==> config.mk <==
export PLATFORM = sky130hd
export DESIGN_NAME = fmr_cell
export DESIGN_NICKNAME = d
export VERILOG_FILES = /design/src/rtl/fmr_pkg.sv /design/src/rtl/fmr_cell.sv
export SDC_FILE = /design/constraint.sdc
export NUM_CORES = 1
export LEC_CHECK = 0
export ABC_CLOCK_PERIOD_IN_PS = 5760
export BUFFER_PORTS_ARGS = -buffer_cell sky130_fd_sc_hd__buf_4
export CAP_MARGIN = 20
export CORE_AREA = 8 8 86 88
export DETAILED_ROUTE_END_ITERATION = 8
export DIE_AREA = 0 0 94 96
export PLACE_DENSITY = 0.86
export SLEW_MARGIN = 20
export SYNTH_ARGS = -nofsm -noshare
export SYNTH_HDL_FRONTEND = slang
export SYNTH_SLANG_ARGS = --single-unit
==> constraint.sdc <==
create_clock -name clk -period 5.76 [get_ports clk]
set_input_delay 0.288 -clock clk [delete_from_list [all_inputs] [get_ports clk]]
set_output_delay 0.288 -clock clk [all_outputs]
set_load 0.03 [all_outputs]
==> src/rtl/fmr_pkg.sv <==
// Shared types, codes and sizing functions for the floor match and remove block
`timescale 1ns / 1ps
package fmr_pkg;

  localparam int VALUE_W      = 32;
  localparam int STATUS_W     = 2;
  localparam int CAPACITY_DEF = 256;
  localparam int GROUP_LOG    = 4;

  localparam logic OP_INSERT = 1'b0;
  localparam logic OP_CLAIM  = 1'b1;

  localparam logic [STATUS_W-1:0] ST_INSERTED = 2'd0;
  localparam logic [STATUS_W-1:0] ST_FOUND    = 2'd1;
  localparam logic [STATUS_W-1:0] ST_NONE     = 2'd2;
  localparam logic [STATUS_W-1:0] ST_FULL     = 2'd3;

  typedef struct packed {
    logic [VALUE_W-1:0] val;
    logic               vld;
    logic               le;
  } fmr_link_t;

  typedef struct packed {
    logic               ins_en;
    logic               clm_en;
    logic [VALUE_W-1:0] key;
  } fmr_ctl_t;

  localparam fmr_link_t LINK_HEAD = '{val: '0, vld: 1'b1, le: 1'b1};
  localparam fmr_link_t LINK_TAIL = '{val: '0, vld: 1'b0, le: 1'b0};

  function automatic int tree_log(input int cap);
    return (cap <= 2) ? 1 : $clog2(cap);
  endfunction

  function automatic int tree_lat(input int cap);
    int lg;
    lg = tree_log(cap);
    return (lg / GROUP_LOG) + (((lg % GROUP_LOG) != 0) ? 1 : 0);
  endfunction

endpackage

==> src/rtl/fmr_cell.sv <==
// One storage cell of the sorted chain: compare, shift right on insert, left on claim
`timescale 1ns / 1ps
module fmr_cell (
  input  logic                              clk,
  input  logic                              rst_n,
  input  fmr_pkg::fmr_ctl_t                 ctl,
  input  fmr_pkg::fmr_link_t                lft,
  input  fmr_pkg::fmr_link_t                rgt,
  output fmr_pkg::fmr_link_t                lnk,
  output logic [fmr_pkg::VALUE_W-1:0]       leaf
);
  import fmr_pkg::*;

  logic [VALUE_W-1:0] val_r;
  logic [VALUE_W-1:0] val_nxt;
  logic               vld_r;
  logic               vld_nxt;
  logic               le;
  logic               match;

  assign le    = vld_r && (val_r <= ctl.key);
  assign match = le && !rgt.le;

  assign lnk.val = val_r;
  assign lnk.vld = vld_r;
  assign lnk.le  = le;
  assign leaf    = match ? val_r : '0;

  always_comb begin
    val_nxt = val_r;
    vld_nxt = vld_r;
    if (ctl.ins_en && !le) begin
      if (lft.le) begin
        val_nxt = ctl.key;
        vld_nxt = 1'b1;
      end else begin
        val_nxt = lft.val;
        vld_nxt = lft.vld;
      end
    end else if (ctl.clm_en && !(le && rgt.le)) begin
      val_nxt = rgt.val;
      vld_nxt = rgt.vld;
    end
  end

  always_ff @(posedge clk) begin
    val_r <= val_nxt;
    if (!rst_n) begin
      vld_r <= 1'b0;
    end else begin
      vld_r <= vld_nxt;
    end
  end

endmodule

=== Word-level counts from Yosys, hierarchy flattened ===
Cells that the tools add are included.

* Output and inout port bits: 66
* Logic and storage cells: 19
* Bits of input ports: 104
* Register bits: 33

* Mux-type cells: 7
* Reductions and logical operators: 9
* Order comparisons: 1

{| class="wikitable"
|+ Operator list
! kind !! count
|-
| $mux W32 || 4
|-
| $le A32 B32 Y1 || 1
|-
| $logic_and A1 B1 Y1 || 5
|-
| $logic_not A1 Y1 || 3
|-
| $mux W1 || 3
|-
| $reduce_bool A2 Y1 || 1
|}

=== Longest topological paths before layout ===
Gate-level depths: netlist of the first run.

* Depth after elaboration: 7
* Gate-level depth with buffers: 12
* Gate-level depth less buffers: 12

=== Worst setup path before layout of the first run ===
No wires, ideal clock.

* Path type: reg-to-reg
* Start: register val_r[14]
* End: register vld_r
* Path buffers: 0
* Arrival: 2985 ps
* Cell stages (with the launch flop): 12
* Clock period less this slack: 3056 ps
* Data required time: 5689 ps
* Setup slack: 2704 ps
* Setup time: 71 ps
* Path through: edfxtp_1 ha_1 nand4_1 nor4_2 a21boi_2 o31a_2 o21ai_1 nand2_2 inv_2 a22oi_4 o2111ai_1 a21boi_1

* Cells in the longest elaborated chain, start to end: 6
* Elaborated cells between the ends (all ways): 9
* Those cells by class: 1 x order compare; 1 x mux; 7 x reduce/logical

{| class="wikitable"
|+ RTL lines
! element !! RTL line !! source
|-
| start: declaration || fmr_cell.sv:14 || <nowiki>logic [VALUE_W-1:0] val_r;</nowiki>
|-
| start signal: assignment || fmr_cell.sv:47 || <nowiki>val_r <= val_nxt;</nowiki>
|-
| $le A32 B32 Y1 (*) || fmr_cell.sv:21 || <nowiki>assign le = vld_r && (val_r <= ctl.key);</nowiki>
|-
| $logic_and A1 B1 Y1 (*) || fmr_cell.sv:21 ||
|-
| via le || fmr_cell.sv:18 || <nowiki>logic le;</nowiki>
|-
| $logic_and A1 B1 Y1 || fmr_cell.sv:40 || <nowiki>end else if (ctl.clm_en && !(le && rgt.le)) begin</nowiki>
|-
| $logic_not A1 Y1 || fmr_cell.sv:40 ||
|-
| $logic_and A1 B1 Y1 || fmr_cell.sv:40 ||
|-
| $reduce_bool A2 Y1 (no line) || -- ||
|-
| end signal: assignment || fmr_cell.sv:51 || <nowiki>vld_r <= vld_nxt;</nowiki>
|-
| end: declaration || fmr_cell.sv:16 || <nowiki>logic vld_r;</nowiki>
|}

The timed path passes the listed nets; every way through them passes the cells marked *.
A chain may end at the register's enable or synchronous reset.

=== Worst setup path after layout of the first run ===
* Start: register val_r[5]
* End: output leaf[19] (netlist bit)

* Cells in the longest elaborated chain, start to end: 4

{| class="wikitable"
|+ RTL lines
! element !! RTL line !! source
|-
| $le A32 B32 Y1 || fmr_cell.sv:21 ||
|-
| $logic_and A1 B1 Y1 || fmr_cell.sv:21 ||
|-
| $logic_and A1 B1 Y1 || fmr_cell.sv:22 || <nowiki>assign match = le && !rgt.le;</nowiki>
|-
| $mux W32 || fmr_cell.sv:27 || <nowiki>assign leaf = match ? val_r : '0;</nowiki>
|-
| end: declaration || fmr_cell.sv:10 || <nowiki>output logic [fmr_pkg::VALUE_W-1:0] leaf</nowiki>
|}

Every way passes these cells.

==> results of run 1 <==
-- logic make-up after synthesis --
logic type,count (synthesis),synth area share
AO/OA/AOI/OAI,62,0.1369
buffers and inverters,51,0.07959
AND/OR/NAND/NOR,96,0.1788
adder cells (fa/ha/maj),32,0.1423
flip-flops,33,0.3486
multiplexers,32,0.1138
-- worst min-delay path by stage --
stage / from / endpoint / cells past startpoint
2_1_floorplan: rst_n / vld_r$_SDFFE_PN0P_ / 1
3_3_place_gp: rst_n / vld_r$_SDFFE_PN0P_ / 2
3_5_place_dp: rst_n / vld_r$_SDFFE_PN0P_ / 2
4_1_cts: rst_n / vld_r$_SDFFE_PN0P_ / 2
5_1_grt: rst_n / vld_r$_SDFFE_PN0P_ / 2
6_report: rst_n / vld_r$_SDFFE_PN0P_ / 2
-- area by class of cell --
cell class,instances,area [um^2],share of cell area
repair buffers,172,1311,0.3112
clock buffers,8,80.08,0.01900
well taps,77,96.34,0.02286
multi-input cells,222,1614,0.3830
inverters,35,131.4,0.03118
flip-flops and latches,33,980.9,0.2328
-- metrics by stage --
stage | setup WS [ns] | cell area (um^2) | hold slack (ns)
5_1_grt | 1.914 | 4214 | 0.2865
4_1_cts | 1.862 | 4182 | 0.2521
2_1_floorplan | 2.704 | 2814 | 0.4411
3_3_place_gp | 2.128 | 4101 | 0.5234
3_5_place_dp | 2.077 | 4101 | 0.5436
6_report | 2.230 | 4214 | 0.2530
-- report_power, final --
part           internal (mW)  switching (mW)
sequential             0.316          0.0312
clock                 0.0859          0.0840
combinational          0.183           0.246
total                  0.584           0.362
-- critical path, delay by kind of cell (launching register included) --
kind,cells,cell delay [ns]
AO/OA/AOI/OAI,5,1.18
AND/OR/NAND/NOR,3,0.88
buffers and inverters,1,0.16
flip-flops,1,0.43
adder cells (fa/ha/maj),1,0.31
-- cell usage after synthesis (2+ instances only) --
| master | n | area share |
|---|---|---|
| nor2_1 | 2 | 0.0027 |
| a21oi_1 | 13 | 0.023 |
| nand2_1 | 38 | 0.051 |
| inv_1 | 34 | 0.045 |
| buf_4 | 5 | 0.013 |
| nor3_1 | 3 | 0.0053 |
| clkbuf_2 | 4 | 0.0071 |
| nand3_1 | 5 | 0.0089 |
| nand4_1 | 7 | 0.016 |
| and2_1 | 32 | 0.071 |
| mux2i_1 | 32 | 0.11 |
| a21o_1 | 2 | 0.0053 |
| ha_1 | 32 | 0.14 |
| o21ai_0 | 35 | 0.062 |
| a221o_1 | 2 | 0.0071 |
| edfxtp_1 | 32 | 0.34 |
| clkbuf_1 | 5 | 0.0067 |
-- layer usage --
metal	track usage	part of all wire
met5	0	0
met4	0.05812	0.017
met3	0.05382	0.088
met2	0.3728	0.51
met1	0.2053	0.39
-- flip-flops by register name, indices dropped and copies added (netlist names) --
| name | cells |
|---|---|
| val_r | 32 |
| vld_r | 1 |
==> reports/results.ini, run 1 <==
[run_status]
status=complete, no violations

[cts]
cts.repair.resized=0
htreeDepth=2
cts_tree=yes
clkTransAtPathRegs_ns=0.07
postCtsSetupBuffers=0
cts-root-buf=clkbuf_8
cts-hold-fix-buffers=0
cts_inserted_buffers=5
clockBufferDepth=2
clock-sinks=33
clock_latency_ns=0.28

[power]
irDropWorstVdd_mv=0.1247
power.density_nw_per_um2=224.5
power_leakage_nw=2.196
finalPower_mw=0.9459

[timing]
finalMaxSlewViolations=0
max_freq_mhz=283.3
period_minus_slack_ns=3.530
finalClockSkew_ns=0.004311
worst-slew-pin-transition_ns=0.7354
grt_setup_unrepaired=false
maxSlewHeadroom=0.5097
finalHoldViolCount=0
setup_viol=0
fin_crit_sh=0.6128
setup_tns_ns=0

[drt]
drtIter0Drc=87
detail_route.drc_violations=0
dr.pass1.iters=4
wl_per_cell_um=16.78
vias=2859
ant_nets=0
wl_um=9179
vias_per_cell=5.227

[logic_synthesis]
ys_ff_latch=33
ys_warn_count=0
syn-cell-area_um2=2814
synth.distinct_cells=40
yosysSeqAreaShare=0.3486
synth_edf_count=32
ys_async_sr_fraction=0
synth_nets=442
ys.flop_type=edfxtp_1
synthCells=306
syn_area_per_cell_um2=9.196

[floorplan]
rows=29
io_pins=170
dieArea_um2=9024
fp.dieW_um=94
coreArea_um2=6096
fp.dieH_um=96
start_util=0.4616

[place]
io_buffers=169
placedCellCount=538
gp_congestion=0.8233
hpwl_um=7423

[global_routing]
grt_pass1_vias=3158
antenna_found_initial=0
grt-ovfl-total=0
gr-usage-all-layers=0.1962
grt_max_degree=35
grt_first_pass_wirelength_um=14180

[worst_setup_path]
path_cells=ha_1, a21oi_1, o21ai_0, a221o_1, o31a_2, o21ai_1, nand2_2, nor2_4, and2_1, buf_4
crit_path_max_incr_delay_ns=0.54
crit_type=register to output port
endpoint=leaf[19]
rr_startpoint=val_r[5]$_DFFE_PP_
cp-startpoint=val_r[5]$_DFFE_PP_
worstPathRequired_ns=5.47
slowest_stage=nor2_4
r2r_cells=11
crit_fanout=31
crit_path_end_kind=output port
worstSetupStartpointType=register
worstPathArrival_ns=3.24
reg2reg_slack_ns=2.23
worstReg2RegEnd=vld_r$_SDFFE_PN0P_

[cells_and_area]
final_cells=547
fill_cells=500
antenna_cells=0
final_common_cell=buf_4
syn_to_final_growth_pct=49.76
most-common-layout-cells=buf_4, nand2_1, o21ai_0
drive_gt1_frac=0.3936
post-route-util=0.6913
nNetsFinal=605

[job]
maxCapViolations=0

[min_path]
worstHoldPathType=input port to register

No activity file was read; power rests on OpenSTA's default activity.
==> run 2, diff against run 1 <==
- ABC_CLOCK_PERIOD_IN_PS: 5760 -> 2900
- CORE_AREA: 8 8 86 88 -> 8 8 93 95
- DIE_AREA: 0 0 94 96 -> 0 0 101 103
- PLACE_DENSITY: 0.86 -> 0.77
- clock period: 5.76 -> 2.9 ns (I/O delays scaled with it)
==> run 2 against run 1 <==
  * The flow now finishes with violations (setup timing)
  * Register-to-register slack worse by 2.2 ns
  * Total power up 130%
  * Non-clock buffer count up 37
  * Final cell count increased by 11%
  * Worst setup slack lost 2.3 ns
  * Global-route usage down 0.41 points
  * Wire length up 19%
  * Sequential cell count unchanged
  * Count of clock-buffer cells in the layout is 3 lower
  * Sequential share of layout area down 3.5 points
  * Largest cell class unchanged
==> reports/results.ini, run 2 (synthesis gave the netlist of run 1 again) <==
[worst_setup_path]
slowest_stage=edfxtp_1
worstPathArrival_ns=2.80
path_cells=ha_1, nand4_1, nor2_1, a221o_1, o31a_2, o21ai_2, nand2_2, nor2_4, buf_6, and2_4, buf_6
crit_path_max_incr_delay_ns=0.42
crit_path_end_kind=output port
crit_path_frequent_cell=buf_6
worstSetupStartpointType=register
crit_type=register to output port
worstPathRequired_ns=2.76
crit_fanout=7
reg2reg_slack_ns=0.04

[timing]
grt_setup_unrepaired=true
period_minus_slack_ns=2.944
setup_viol=19
finalClockSkew_ns=0.01208
max_freq_mhz=339.7
maxSlewHeadroom=0.5930
finalMaxSlewViolations=0
finalHoldViolCount=0
worst_slack_ns=-0.04401
fin_crit_sh=1.015
worst-slew-pin-transition_ns=0.6106
holdWs_ns=0.1012

[drt]
wl_um=10960
vias_per_cell=5.083
wl_per_cell_um=18.08
detail_route.drc_violations=0
drtIter0Drc=120
vias=3080
dr.pass1.iters=4
ant_nets=0

[min_path]
worstHoldPathType=input port to register

[cts]
cts_tree=yes
cts_inserted_buffers=5
htreeDepth=2
cts-hold-fix-buffers=0
clock-sinks=33
cts-root-buf=clkbuf_8
clock_latency_ns=0.29
clkTransAtPathRegs_ns=0.07
clockBufferDepth=2

[cells_and_area]
antenna_cells=0
final_common_cell=buf_4
nNetsFinal=642
largest_reg_flops=32
most-common-layout-cells=buf_4, nand2_1, buf_6
top_regs=val_r: 32 flops, vld_r: 1 flops
drive_gt1_frac=0.5404
syn_to_final_growth_pct=76.48
final_cells=606
top_register=val_r

[power]
power_leakage_nw=2.479
finalPower_mw=2.129
irDropWorstVdd_mv=0.2902
power.density_nw_per_um2=428.6

[place]
gp_congestion=0.8340
io_buffers=169
placedCellCount=565
hpwl_um=8030

[global_routing]
grt_max_degree=35
antenna_found_initial=0
grt_first_pass_wirelength_um=15610
grt_pass1_vias=3196
grt-ovfl-total=0
gr-usage-all-layers=0.1921

[job]
maxCapViolations=0

[floorplan]
start_util=0.3943
io_pins=170
fp.dieW_um=101
coreArea_um2=7137
rows=31
dieArea_um2=10400
fp.dieH_um=103

[run_status]
status=finished, violations left
violations=setup timing

-- run 2: layout make-up --
| class | count | area (um^2) |
|---|---|---|
| Fill cell | 543 | 2171 |
| Multi-Input combinational cell | 222 | 1891 |
| Timing Repair Buffer | 209 | 1758 |
| Sequential cell | 33 | 980.9 |
| Inverter | 35 | 131.4 |
| Tap cell | 99 | 123.9 |
| Clock buffer | 5 | 68.82 |
| Clock inverter | 3 | 12.51 |
-- run 2: worst max-delay path, delay by kind of cell (launching register included) --
family,cells,cell delay [ns]
AOI/OAI and AO/OA,3,0.77
adders and majority gates,1,0.30
buffers and inverters,2,0.31
DFF,1,0.42
and+or+nand+nor,5,0.70
-- run 2: where the power goes --
group	switching (mW)	total (mW)	leakage, nW	internal [mW]
Combinational	0.572	1.10	2.10	0.529
Clock	0.172	0.333	0.0430	0.162
Sequential	0.0680	0.695	0.335	0.627
-- run 2: timing repair --
item / in CTS / in global routing
cloned: 3 / 1
pin swaps: 16 / 17
endpoints found under the setup margin: 31 / 80
hold endpoints to repair: 0 / 0
buffers inserted: 14 / 15
gates resized for setup: 67 / 27
-- run 2: final timing paths --
path / start / depth (start not counted) / endpoint
min reg2reg: vld_r$_SDFFE_PN0P_ / 2 / vld_r$_SDFFE_PN0P_
max reg2reg: val_r[14]$_DFFE_PP_ / 11 / val_r[17]$_DFFE_PP_
max: val_r[8]$_DFFE_PP_ / 11 / leaf[9]
min: rst_n / 2 / vld_r$_SDFFE_PN0P_
-- run 2: stage by stage --
stage | setup WS (ns) | TNS [ns] | instance area (um^2) | utilization
finish | -0.04401 | -0.3785 | 4966 | 0.6958
CTS | -0.06596 | -1.362 | 4676 | 0.6552
global route | -0.1491 | -6.312 | 4966 | 0.6958
global placement | 0.03651 | 0 | 4239 | 0.5940
floorplan | -0.03808 | -0.1983 | 2836 | -
detailed placement | 0.01263 | 0 | 4239 | 0.5940
-- run 2: metal layers --
| metal | up-vias | track usage | wire length, um |
|---|---|---|---|
| li1 | 1472 | - | - |
| met1 | 1456 | 0.1949 | 3996 |
| met2 | 135 | 0.3591 | 5710 |
| met3 | 17 | 0.06752 | 1002 |
| met4 | 0 | 0.06300 | 248 |
| met5 | - | 0 | 0 |
==> run 3, diff against run 2 <==
- CELL_PAD_IN_SITES_DETAIL_PLACEMENT: not set -> 0
- CELL_PAD_IN_SITES_GLOBAL_PLACEMENT: not set -> 1
- CORE_AREA: 8 8 93 95 -> 8 8 110 112
- DIE_AREA: 0 0 101 103 -> 0 0 118 120
- HOLD_SLACK_MARGIN: not set -> 0.05
- PLACE_DENSITY: 0.77 -> not set
- PLACE_DENSITY_LB_ADDON: not set -> 0.1
- TNS_END_PERCENT: not set -> 5
==> run 3 against run 2 <==
  * Non-clock buffer count shrank 1
  * Worst setup slack lost 0.051 ns
  * Combinational power about the same
  * Maximum frequency shrank 1.7%
  * Final cell count up 6.6%
  * Via count fell by 6.5%
  * First-iteration DRC count fell by 30%
  * Critical path type unchanged
  * The flow still finishes with violations (setup timing)
==> reports/results.ini, run 3 (synthesis gave the netlist of run 1 again) <==
[cts]
cts_tree=yes
clkTransAtPathRegs_ns=0.07
cts-hold-fix-buffers=0
clock-sinks=33
cts-root-buf=clkbuf_8
htreeDepth=2
clockBufferDepth=2
cts_inserted_buffers=5
clock_latency_ns=0.28

[place]
hpwl_um=7850
pre_cts_slack_ns=-0.1218
gp_congestion=0.6919
io_buffers=169

[floorplan]
rows=38
coreArea_um2=10510
fp.dieH_um=120
fp.dieW_um=118
dieArea_um2=14160
io_pins=170
start_util=0.2678

[timing]
worst_slack_ns=-0.09505
max_freq_mhz=333.9
maxSlewHeadroom=0.5873
grt_setup_unrepaired=true
fin_crit_sh=1.033
setup_viol=31
finalHoldViolCount=0
finalMaxSlewViolations=0
worst-slew-pin-transition_ns=0.6191
finalClockSkew_ns=0.004304
period_minus_slack_ns=2.995
holdWs_ns=0.1016

[worst_setup_path]
worstPathRequired_ns=2.76
crit_path_frequent_cell=buf_6
path_delay_family=compound AO/OA/AOI/OAI gates
worstReg2RegEnd=val_r[13]$_DFFE_PP_
rr_startpoint=val_r[14]$_DFFE_PP_
crit_path_end_kind=output port
crit_type=register to output port
path_buf_inv=4
r2r_cells=10
crit_fanout=6
crit_path_max_incr_delay_ns=0.44
cp-startpoint=val_r[7]$_DFFE_PP_
reg2reg_slack_ns=0.01
cp.depth=13
path_cells=ha_4, a21oi_2, o21ai_1, a221o_1, o31a_2, o21ai_2, nand2_2, buf_6, nor2_4, buf_12, clkbuf_16, and2_4, buf_6
slowest_stage=edfxtp_1
worstSetupStartpointType=register
endpoint=leaf[24]
worstPathArrival_ns=2.85

[drt]
vias_per_cell=4.458
ant_nets=0
wl_um=10420
drtIter0Drc=84
wl_per_cell_um=16.12
vias=2880
detail_route.drc_violations=0
dr.pass1.iters=4

[cells_and_area]
most-common-layout-cells=buf_4, nand2_1, inv_1, buf_6, o21ai_0
largest_reg_flops=32
drive_gt1_frac=0.5257
antenna_cells=0
nNetsFinal=641
fill_cells=1036
syn_to_final_growth_pct=78.66
regArea_um2=980.9
top_regs=val_r: 32 flops, vld_r: 1 flops
final_common_cell=buf_4
top_register=val_r
multi_input_area_um2=1834

[global_routing]
grt-ovfl-total=0
grt_max_degree=65
grt_pass1_vias=3171
grt_first_pass_wirelength_um=15790
antenna_found_initial=0
gr-usage-all-layers=0.1387

[run_status]
violations=setup timing
status=finished, violations left

[min_path]
hold_depth=2
min_from=rst_n
worstHoldPathType=input port to register

[power]
irDropWorstVdd_mv=0.2479
finalPower_mw=2.222
power_leakage_nw=2.488
power.density_nw_per_um2=442.0

[job]
maxCapViolations=0

==> run 3: cell types whose count changed in the layout (fill, tap and decap cells not counted), moves of 3 or more <==
cell and delta:
and2_1 +7, ha_4 -4, ha_1 +4, and2_4 -7
buf_6 -3
==> run 3: worst min-delay path by stage <==
stage	endpoint	slack (ns)
2_1_floorplan	vld_r$_SDFFE_PN0P_	0.30
3_3_place_gp	vld_r$_SDFFE_PN0P_	0.38
3_5_place_dp	vld_r$_SDFFE_PN0P_	0.39
4_1_cts	vld_r$_SDFFE_PN0P_	0.09
5_1_grt	vld_r$_SDFFE_PN0P_	0.1
6_report	vld_r$_SDFFE_PN0P_	0.10
==> run 3: routing by layer <==
layer	vias up	track usage	wire, um
met1	1318	0.1538	4332
met2	90	0.2626	5545
li1	1470	-	-
met4	0	0.02482	30
met5	-	0	0
met3	2	0.03617	506
==> run 3: per-stage QoR <==
stage	setup TNS (ns)	cell area [um^2]	cells	util
CTS	-5.541	4840	642	0.4606
finish	-2.583	5027	646	0.4784
detailed placement	-3.422	4358	615	0.4147
floorplan	-0.1983	2836	306	-
global route	-9.639	5027	646	0.4784
global placement	-2.717	4358	615	0.4147
==> run 3: repair_timing <==
item                                    CTS  global route
endpoints found under the setup margin   64            76
setup buffers                            18             3
pin swaps                                10            21
resized for setup                        46            33
gates cloned                              1             1
==> run 3: where the power goes <==
group | switching (mW) | total, mW | internal, mW
clock network | 0.177 | 0.457 | 0.280
registers | 0.0631 | 0.690 | 0.627
logic | 0.556 | 1.08 | 0.520
==> run 3: area by class of cell <==
cell class	instances	share of cell area
Tap cell	140	0.03484
Inverter	35	0.02613
Sequential cell	33	0.1951
Clock inverter	1	0.005973
Clock buffer	7	0.01717
Multi-Input combinational cell	222	0.3649
Timing Repair Buffer	208	0.3559
==> run 3: worst reg2reg max path: cells and delay by family (launching register included) <==
kind	cells	cell delay (ns)
and+or+nand+nor	2	0.39
AOI/OAI and AO/OA	4	0.96
adders and majority gates	1	0.31
buffers and inverters	3	0.52
DFF	1	0.43
